File: src/hw/rtl/bba_pkg.sv
package bba_pkg;

	// Word kind on the request channel
	localparam logic KIND_ALLOC = 1'b0;
	localparam logic KIND_FREE  = 1'b1;

	// Per-node tree code
	typedef enum logic [1:0] {
		NS_FREE  = 2'd0,
		NS_ALLOC = 2'd1,
		NS_SPLIT = 2'd2,
		NS_FULL  = 2'd3
	} node_st_t;

	// Response status codes
	typedef enum logic [1:0] {
		ST_OK      = 2'd0,
		ST_NOFIT   = 2'd1,
		ST_TOOBIG  = 2'd2,
		ST_BADFREE = 2'd3
	} rsp_code_t;

	// Controller states
	typedef enum logic [2:0] {
		S_IDLE,
		S_ROUND,
		S_READ,
		S_EVAL,
		S_SPLIT,
		S_UP,
		S_REFRESH,
		S_DONE
	} fsm_t;

	// Datapath commands
	typedef enum logic [3:0] {
		OP_NONE,
		OP_LOAD,
		OP_ROUND,
		OP_RDNODE,
		OP_EVAL,
		OP_SPLIT,
		OP_UP,
		OP_REFRESH,
		OP_FINISH
	} op_t;

	// Outcome of a node visit
	typedef enum logic [1:0] {
		DEC_SPLIT,
		DEC_DOWN,
		DEC_TAKE,
		DEC_RET
	} dec_t;

	typedef struct packed {
		op_t op;
	} cmd_t;

	typedef struct packed {
		logic round_done;
		logic oversize;
		dec_t dec;
		logic go_right;
		logic at_root;
		logic out_free;
	} sts_t;

	function automatic logic is_full(node_st_t s);
		return (s == NS_ALLOC) || (s == NS_FULL);
	endfunction

	// Parent code from its two children
	function automatic node_st_t merge_kids(node_st_t l, node_st_t r);
		node_st_t res;
		if (is_full(l) && is_full(r)) begin
			res = NS_FULL;
		end else if ((l == NS_FREE) && (r == NS_FREE)) begin
			res = NS_FREE;
		end else begin
			res = NS_SPLIT;
		end
		return res;
	endfunction

endpackage

File: src/hw/rtl/bba_ctrl.sv
module bba_ctrl (
	input  logic          clk,
	input  logic          arst_n,
	input  logic          in_valid,
	output logic          in_ready,
	input  bba_pkg::sts_t sts,
	output bba_pkg::cmd_t cmd
);
	import bba_pkg::*;

	fsm_t state_q, state_d;

	// Hold state
	always_ff @(posedge clk or negedge arst_n) begin
		if (!arst_n) begin
			state_q <= S_IDLE;
		end else begin
			state_q <= state_d;
		end
	end

	// Next state
	always_comb begin
		state_d = state_q;
		case (state_q)
			S_IDLE: begin
				if (in_valid) state_d = S_ROUND;
			end
			S_ROUND: begin
				if (sts.round_done) state_d = sts.oversize ? S_DONE : S_READ;
			end
			S_READ: begin
				state_d = S_EVAL;
			end
			S_EVAL: begin
				case (sts.dec)
					DEC_SPLIT: state_d = S_SPLIT;
					DEC_DOWN:  state_d = S_READ;
					default:   state_d = sts.at_root ? S_DONE : S_UP;
				endcase
			end
			S_SPLIT: begin
				state_d = S_READ;
			end
			S_UP: begin
				state_d = S_REFRESH;
			end
			S_REFRESH: begin
				if (sts.go_right) begin
					state_d = S_READ;
				end else begin
					state_d = sts.at_root ? S_DONE : S_UP;
				end
			end
			S_DONE: begin
				if (sts.out_free) state_d = S_IDLE;
			end
			default: state_d = S_IDLE;
		endcase
	end

	// Drive commands
	always_comb begin
		in_ready = 1'b0;
		cmd.op   = OP_NONE;
		case (state_q)
			S_IDLE: begin
				in_ready = 1'b1;
				if (in_valid) cmd.op = OP_LOAD;
			end
			S_ROUND: begin
				if (!sts.round_done) cmd.op = OP_ROUND;
			end
			S_READ:    cmd.op = OP_RDNODE;
			S_EVAL:    cmd.op = OP_EVAL;
			S_SPLIT:   cmd.op = OP_SPLIT;
			S_UP:      cmd.op = OP_UP;
			S_REFRESH: cmd.op = OP_REFRESH;
			S_DONE: begin
				if (sts.out_free) cmd.op = OP_FINISH;
			end
			default: cmd.op = OP_NONE;
		endcase
	end

	// A word is only taken while idle
	a_load_idle: assert property (@(posedge clk) disable iff (!arst_n)
		(cmd.op == OP_LOAD) |-> (state_q == S_IDLE) && in_valid)
		else $error("load outside idle");
	// Finishing always returns to idle
	a_finish_idle: assert property (@(posedge clk) disable iff (!arst_n)
		(cmd.op == OP_FINISH) |=> (state_q == S_IDLE))
		else $error("finish did not return to idle");
	// A split is always followed by a descent into the left child
	a_split_read: assert property (@(posedge clk) disable iff (!arst_n)
		(state_q == S_SPLIT) |=> (state_q == S_READ))
		else $error("split not followed by read");

endmodule

File: config.mk
export PLATFORM = sky130hd
export DESIGN_NAME = bba_ctrl
export DESIGN_NICKNAME = d
export VERILOG_FILES = /design/src/hw/rtl/bba_pkg.sv /design/src/hw/rtl/bba_ctrl.sv
export SDC_FILE = /design/constraint.sdc
export NUM_CORES = 1
export LEC_CHECK = 0
export ABC_CLOCK_PERIOD_IN_PS = 1460
export BUFFER_PORTS_ARGS = -buffer_cell sky130_fd_sc_hd__buf_4
export CAP_MARGIN = 10
export CORE_AREA = 2 2 39 41
export CTS_CLUSTER_DIAMETER = 40
export DETAILED_ROUTE_END_ITERATION = 7
export DIE_AREA = 0 0 41 43
export GPL_ROUTABILITY_DRIVEN = 0
export GPL_TIMING_DRIVEN = 0
export PLACE_DENSITY = 0.54
export SLEW_MARGIN = 20
export SYNTH_ARGS = -nofsm -noshare
export SYNTH_HDL_FRONTEND = slang
export SYNTH_SLANG_ARGS = --single-unit
File: constraint.sdc
create_clock -name clk -period 1.46 [get_ports clk]
set_input_delay 0.365 -clock clk [delete_from_list [all_inputs] [get_ports clk]]
set_output_delay 0.365 -clock clk [all_outputs]
set_load 0.03 [all_outputs]
==> results.yml, run 1 <==
placement:
  hpwl_um: 582
  postPlaceCellArea_um2: 419
  portBuffers: 14
timing:
  worst_slack_ns: -0.0802
  slew_violations: 0
  whs_ns: 0.388
  min_period_ns: 1.54
  rsz0062_at_grt: "true"
  fin_crit_sh_pct: 105
  max-slew-margin-rel_pct: 84.2
  max_freq_mhz: 649
  tightest_slew_ns: 0.234
  setup_violations: 5
  finalHoldViolCount: 0
  skew_ns: 0.000448
clock_network:
  cts_buffers: 3
  cts_root_buf: "clkbuf_4"
  htreeDepth: 1
  cts_sinks: 3
  cts.path.max_buffers: 2
  insertion_delay_ns: 0.24
  cts_tree: "done"
  cts.clk_slew.worst_paths_ns: 0.04
detailed_routing:
  drt_iter0_markers: 19
  drcViolationCount: 0
  firstDrtPassIters: 4
  drt-total-wl_um: 1030
  via_count: 426
  wire_per_inst_um: 11.9
  final_antenna_net_count: 0
  avgViaCountPerCell: 4.95
final_layout:
  regMostFlops: "state_q"
  top_regs: "state_q: 3 flops"
  nFillCells: 152
  nets: 81
  largest_reg_flops: 3
  area_growth_syn_to_layout_pct: 92.3
  drive_above_1_share_pct: 45.7
  final_area_um2: 566
  n_antenna_cell: 0
  final_core_util_pct: 40.9
floorplanning:
  rows: 14
  die_w_um: 41
  core_um2: 1380
  io-pin-count: 15
  die-area_um2: 1760
  die_h_um: 43
  start_util_pct: 21.2
run_status:
  status: "finished with violations"
  violations: "setup timing"
global_routing:
  grt_use_met2_pct: 19.7
  grt_use_met3_pct: 4.71
  grt_pass1_vias: 398
  grtUsageTotal_pct: 14.5
  top_usage_layer: "met2"
  globalRouteOverflowTotal: 0
  use_met1_pct: 15.9
  grt_max_degree: 7
  antenna_found_initial: 0
  grt_pass1_wl_um: 1640
logic_synthesis:
  ys_seq_elements: 3
  synth_top_area_share_pct: 25.5
  synth.distinct_cells: 22
  yosys.area.top_type: "dfrtp_1"
  ys_seq_area_share_pct: 25.5
  syn-cell-area_um2: 294
  synthCells: 42
  netlist_top_cells_area: "dfrtp_1, o21ai_0, nand2_1, nor2b_1, nor2_1"
  yosys_warnings: 0
  synth_nets: 52
  synth_area_per_cell_um2: 7.00
worst_setup_path:
  end_kind: "output port"
  crit_type: "flop to output port"
  worstPathMaxFanout: 6
  regToRegSetupSlack_ns: -0.02
  cp.arrival_ns: 1.18
  rr_endpoint: "state_q[2]"
  cp-start-kind: "flop"
  timing.rr.start: "state_q[1]"
  cp.required_ns: 1.10
  r2r_cells: 5
hold_path:
  hp-start: "in_valid"
  hold_path_end: "state_q[0]"
  hold_depth: 3
  hold_class: "input pin to flop"
job:
  cap_violations: 0
power:
  max-vdd-ir-drop_uv: 1130
  power_density_nw_per_um2: 2450
  p_leak_nw: 0.271
  power_mw: 1.38
## metrics by stage
| stage | std cells | setup slack [ns] | setup TNS (ns) |
|---|---|---|---|
| 2_1_floorplan | 42 | -0.216 | -0.787 |
| 3_3_place_gp | 72 | -0.115 | -0.267 |
| 3_5_place_dp | 72 | -0.112 | -0.246 |
| 4_1_cts | 86 | -0.0848 | -0.277 |
| 5_1_grt | 86 | -0.149 | -0.579 |
| 6_report | 86 | -0.0802 | -0.303 |
## worst max-delay path, cell delays in order, from the launching register on
cell and delay, ns:
dfrtp_1 0.39, buf_6 0.14, o211ai_1 0.14, o21ai_1 0.09
buf_4 0.17
## synth_stat cells, drive strengths merged
cell type,instances
a32o,1
a21oi,2
nand2,5
a31o,1
nor2b,3
nor3,2
or2,1
nand2b,2
o21ai,5
inv,2
a31oi,2
buf,2
nor4,1
o211ai,1
a211o,1
xnor2,1
clkbuf,1
nor2,4
dfrtp,3
a221o,1
nor4bb,1
## per-layer routing
metal  up-vias  share of wire, %
met5         -                 0
met4         0               4.5
met3         7                10
met2        25                48
met1       188                38
li1        206                 -
## final cells by class
type                            count  area [um^2]  share of cell area, %
Timing Repair Buffer               24          186                   33.0
Tap cell                           16         20.0                   3.54
Inverter                            2         7.51                   1.33
Sequential cell                     3         75.1                   13.3
Multi-Input combinational cell     34          214                   37.8
Buffer                              3         36.3                   6.42
Clock buffer                        4         26.3                   4.65
## power by group
| group | internal, mW | switching [mW] |
|---|---|---|
| Combinational | 0.523 | 0.545 |
| Sequential | 0.126 | 0.0382 |
| Clock | 0.103 | 0.0487 |
| Total | 0.752 | 0.631 |
## cells in the final DEF (no fill, tap or decap), drive strengths merged
cell	Yosys	layout
buf	2	25
nand2	5	5
o21ai	5	5
clkbuf	1	5
nor2	4	4
nor2b	3	3
dfrtp	3	3
inv	2	2
nor3	2	2
a21oi	2	2
a31oi	2	2
nand2b	2	2
xnor2	1	1
o211ai	1	1
or2	1	1
nor4bb	1	1
a31o	1	1
nor4	1	1
a221o	1	1
a211o	1	1
a32o	1	1
dlygate4sd3	0	1
## worst max path at each step
stage / slack [ns] / endpoint / cells past startpoint / start
final: -0.08 / cmd[1] / 4 / state_q[2]
after global routing: -0.15 / cmd[1] / 4 / state_q[2]
after CTS: -0.08 / cmd[1] / 4 / state_q[2]
after detailed placement: -0.11 / cmd[2] / 4 / state_q[0]
after global placement: -0.11 / cmd[2] / 4 / state_q[0]
after floorplan: -0.22 / cmd[2] / 3 / state_q[0]
## cell families (layout without fill, tap and decap cells)
kind of cell    Yosys count  count (layout)  synth area share (%)
simple gates             19              19                  33.2
compound gates           14              14                  31.5
buf+inv                   5              33                  6.81
flops                     3               3                  25.5
xor+xnor                  1               1                  2.98
## timing repair
action | in CTS | in global routing
cloned | 0 | 0
buffers inserted | 9 | 0
pin swaps | 2 | 1
endpoints found under the hold margin | 3 | 0
hold buffers | 1 | 0
setup endpoints to repair | 5 | 6
resized for setup | 10 | 4
Note: power is estimated with default switching activity, not from simulation.
==> run 2: changes to the inputs <==
--- a/config.mk
+++ b/config.mk
@@ -8,13 +8,16 @@
 export ABC_CLOCK_PERIOD_IN_PS = 1460
 export BUFFER_PORTS_ARGS = -buffer_cell sky130_fd_sc_hd__buf_4
 export CAP_MARGIN = 10
+export CELL_PAD_IN_SITES_DETAIL_PLACEMENT = 1
+export CELL_PAD_IN_SITES_GLOBAL_PLACEMENT = 1
 export CORE_AREA = 2 2 39 41
+export CTS_BUF_LIST = sky130_fd_sc_hd__clkbuf_4 sky130_fd_sc_hd__clkbuf_8 sky130_fd_sc_hd__clkbuf_16
 export CTS_CLUSTER_DIAMETER = 40
 export DETAILED_ROUTE_END_ITERATION = 7
 export DIE_AREA = 0 0 41 43
 export GPL_ROUTABILITY_DRIVEN = 0
 export GPL_TIMING_DRIVEN = 0
-export PLACE_DENSITY = 0.54
+export PLACE_DENSITY = 0.7
 export SLEW_MARGIN = 20
 export SYNTH_ARGS = -nofsm -noshare
 export SYNTH_HDL_FRONTEND = slang
==> results.yml, run 2 (synthesis gave the netlist of run 1 again) <==
placement:
  dp_cells: 72
  dp_slack_ns: -0.179
  portBuffers: 14
timing:
  rsz0062_at_grt: "true"
  fin_crit_sh_pct: 111
  worst_slack_ns: -0.165
  min_period_ns: 1.63
  tightest_slew_ns: 0.350
  setup_violations: 5
  max_freq_mhz: 615
  max-slew-margin-rel_pct: 76.6
  skew_ns: 0.00108
  finalHoldViolCount: 0
  slew_violations: 0
run_status:
  status: "finished with violations"
  violations: "setup timing"
floorplanning:
  die-area_um2: 1760
  die_h_um: 43
  die_w_um: 41
  start_util_pct: 21.2
  core_um2: 1380
  rows: 14
  io-pin-count: 15
power:
  max-vdd-ir-drop_uv: 739
  pwr-share-comb_pct: 75.8
  p_leak_nw: 0.274
  swShare_pct: 46.1
  pwr-share-seq_pct: 12.4
  clkPwrFrac_pct: 11.7
  internal_power_mw: 0.781
  power_density_nw_per_um2: 2530
  p_switching_mw: 0.669
clock_network:
  cts.clk_slew.worst_paths_ns: 0.04
  cts_root_buf: "clkbuf_4"
  insertion_delay_ns: 0.24
  cts_buffers: 3
  cts.path.max_buffers: 2
  cts_sinks: 3
  cts_tree: "done"
  htreeDepth: 1
detailed_routing:
  wire_per_inst_um: 16.0
  final_antenna_net_count: 0
  drt-total-wl_um: 1370
  firstDrtPassIters: 4
  avgViaCountPerCell: 5.15
  drt_iter0_markers: 12
  via_count: 443
  drcViolationCount: 0
final_layout:
  register_area_um2: 75.1
  mostFrequentLayoutCells: "buf_4, nor2_1, clkbuf_4"
  drive_above_1_share_pct: 50.0
  largest_reg_flops: 3
  nFillCells: 181
  n_antenna_cell: 0
  multi_input_area_um2: 215
  area_growth_syn_to_layout_pct: 94.5
  top_regs: "state_q: 3 flops"
  final_cells: 86
  layout_commonest_cell: "buf_4"
  nets: 81
  regMostFlops: "state_q"
global_routing:
  antenna_found_initial: 0
  grtUsageTotal_pct: 18.2
  grt_max_degree: 11
  globalRouteOverflowTotal: 0
  grt_pass1_wl_um: 2030
  grt_pass1_vias: 495
worst_setup_path:
  regToRegSetupSlack_ns: 0.01
  cp.required_ns: 1.10
  cp.arrival_ns: 1.26
  worstPathMaxFanout: 7
  end_kind: "output port"
  crit_type: "flop to output port"
  cp-start-kind: "flop"
hold_path:
  hold_class: "input pin to flop"
job:
  cap_violations: 0
## run 2: per-layer routing
metal  wire [um]  track usage (%)  vias to the layer above
li1            -                -                      208
met1         489             16.5                      198
met2         750             29.4                       30
met3          88             6.28                        7
met4          44             16.0                        0
met5           0                0                        -
## run 2: what timing repair did
item / in CTS / in global routing
resized for setup: 10 / 7
pin swaps: 2 / 4
setup endpoints to repair: 5 / 8
setup buffers: 6 / 3
hold endpoints to repair: 3 / 0
hold buffers: 1 / 0
## run 2: area by class of cell
type,instances,area share (%)
Tap cell,16,3.50
Timing Repair Buffer,24,32.6
Multi-Input combinational cell,34,37.6
Inverter,2,1.31
Buffer,3,6.56
Sequential cell,3,13.1
Clock buffer,4,5.25
## run 2: power groups by stage
stage,Combinational [mW],Clock (mW),Sequential [mW]
global route,1.18,0.179,0.184
detailed placement,0.758,0,0.182
CTS,0.983,0.172,0.171
floorplan,0.530,0,0.164
finish,1.10,0.170,0.180
global placement,0.743,0,0.181
## run 2: worst paths after layout
check                        endpoint        from  depth (start not counted)
max                            cmd[1]  state_q[2]                          4
min                        state_q[0]    in_valid                          3
max reg2reg                state_q[2]  state_q[1]                          5
min reg2reg                state_q[2]  state_q[0]                          2
max in group asynchronous  state_q[2]      arst_n                          2
min in group asynchronous  state_q[0]      arst_n                          2
## run 2: per-stage QoR
stage                     hold WS (ns)  TNS, ns  util [%]  total power [mW]  cell area, um^2
after detailed placement         0.156   -0.485      30.3             0.941              419
after CTS                        0.391   -0.558      38.3              1.33              531
after global placement           0.154   -0.343      30.3             0.924              419
after floorplan                 0.0694   -0.787         -             0.695              294
after global routing             0.447   -0.890      41.3              1.55              572
final                            0.399   -0.542      41.3              1.45              572
## run 2: critical path, stage by stage (launching register included)
cell	delay, ns
dfrtp_1	0.43
buf_6	0.16
o211ai_1	0.16
o21ai_1	0.10
buf_4	0.17
==> run 3: changes to the inputs <==
==> constraint.sdc (replaced) <==
create_clock -name clk -period 1.46 [get_ports clk]
set_input_delay 0.073 -clock clk [delete_from_list [all_inputs] [get_ports clk]]
set_output_delay 0.073 -clock clk [all_outputs]
set_load 0.03 [all_outputs]
==> results.yml, run 3 (synthesis gave the netlist of run 1 again) <==
power:
  p_leak_nw: 0.219
  max-vdd-ir-drop_uv: 744
  power_density_nw_per_um2: 2440
worst_setup_path:
  slowest_stage: "dfrtp_2"
  regToRegSetupSlack_ns: 0.05
  cp-start-kind: "flop"
  crit_type: "flop to flop"
  r2r_cells: 4
  rr_endpoint: "state_q[2]"
  timing.rr.start: "state_q[1]"
  worstPathMaxFanout: 7
  cp.required_ns: 1.58
  cp_cell_sequence: "nor4bb_1 -> a31o_1 -> a211o_1 -> a32o_1"
  cp.arrival_ns: 1.53
  end_kind: "flop"
  slowest_delay_ns: 0.43
placement:
  portBuffers: 14
  dp_slack_ns: 0.0463
global_routing:
  grt_pass1_vias: 420
  globalRouteOverflowTotal: 0
  grt_pass1_wl_um: 1680
  grt_max_degree: 11
  antenna_found_initial: 0
  grtUsageTotal_pct: 15.1
floorplanning:
  core_um2: 1380
  start_util_pct: 21.2
  die_h_um: 43
  die_w_um: 41
  die-area_um2: 1760
  io-pin-count: 15
  rows: 14
clock_network:
  cts_sinks: 3
  cts_buffers: 3
  insertion_delay_ns: 0.24
  post_cts_buffers: 0
  htreeDepth: 1
  cts.clk_slew.worst_paths_ns: 0.04
  cts_root_buf: "clkbuf_4"
  cts_tree: "done"
  cts.path.max_buffers: 2
hold_path:
  hold_class: "input pin to flop"
  hp-start: "in_valid"
  hold_depth: 3
  hold_path_end: "state_q[0]"
timing:
  skew_ns: 0.000454
  setup_violations: 0
  worst_slack_ns: 0.0536
  finalHoldViolCount: 0
  min_period_ns: 1.41
  max_freq_mhz: 711
  finalSetupTns_ns: 0
  max-slew-margin-rel_pct: 82.1
  tightest_slew_ns: 0.265
  slew_violations: 0
  rsz0062_at_grt: "false"
  fin_crit_sh_pct: 96.3
final_layout:
  nets: 72
  drive_above_1_share_pct: 37.7
  mostFrequentLayoutCells: "buf_4, clkbuf_4, nand2_1"
  register_area_um2: 76.3
  largest_reg_flops: 3
  regMostFlops: "state_q"
  nFillCells: 184
  layout_commonest_cell: "buf_4"
  area_growth_syn_to_layout_pct: 60.0
  n_antenna_cell: 0
  multi_input_area_um2: 199
  top_regs: "state_q: 3 flops"
job:
  cap_violations: 0
detailed_routing:
  firstDrtPassIters: 4
  drt_iter0_markers: 4
  via_count: 386
  wire_per_inst_um: 13.4
  avgViaCountPerCell: 5.01
  drcViolationCount: 0
  final_antenna_net_count: 0
  drt-total-wl_um: 1030
run_status:
  status: "finished clean"
run 3: changes by cell type in the layout (fill, tap and decap cells not counted), moves of 2 or more:
cell,change
buf_4,-6
o21ai_0,+2
buf_6,-3
o21ai_1,-2
nand2_1,+2
nand2_2,-2
run 3: how the worst max path moves through the flow:
stage,from,to,slack (ns),cells past startpoint
final,state_q[1],state_q[2],0.05,4
after global routing,state_q[2],cmd[1],0.008,4
after CTS,state_q[0],cmd[2],0.03,4
after detailed placement,state_q[1],state_q[2],0.05,4
after global placement,state_q[1],state_q[2],0.06,4
after floorplan,state_q[0],cmd[2],0.08,3
run 3: per-layer routing:
layer | vias up | wire (um) | GRT usage (%)
met5 | - | 0 | 0
met4 | 0 | 32 | 13.3
met3 | 5 | 57 | 5.76
met2 | 14 | 556 | 23.1
met1 | 179 | 387 | 14.6
li1 | 188 | - | -
run 3: repair_timing:
action,4_1_cts,5_1_grt
hold buffers,1,0
pin swaps,0,0
setup endpoints to repair,4,4
hold endpoints to repair,3,0
resized for setup,2,8
run 3: stage by stage:
step | std cells | power (mW) | utilization (%) | hold slack, ns | cell area [um^2]
2_1_floorplan | 42 | 0.695 | - | -0.223 | 294
3_3_place_gp | 72 | 0.924 | 30.3 | -0.138 | 419
3_5_place_dp | 72 | 0.941 | 30.3 | -0.136 | 419
4_1_cts | 77 | 1.13 | 33.4 | 0.0993 | 462
5_1_grt | 77 | 1.25 | 34.0 | 0.143 | 470
6_report | 77 | 1.15 | 34.0 | 0.0998 | 470
run 3: critical path, delay by kind of cell, from the launching register on:
family,cells,cell delay [ns]
AO/OA/AOI/OAI,3,0.71
flip-flops,1,0.43
AND/OR/NAND/NOR,1,0.16
run 3: layout make-up:
cell class	count	area share, %
Clock buffer	4	6.38
Multi-Input combinational cell	34	42.3
Tap cell	16	4.26
Inverter	2	1.60
Sequential cell	3	16.2
Buffer	3	4.79
Timing Repair Buffer	15	24.5
run 3: power breakdown:
part	internal [mW]	leakage [nW]	switching, mW
clock network	0.121	0.0184	0.0474
registers	0.129	0.0350	0.0573
logic	0.336	0.166	0.459
total	0.586	0.219	0.563
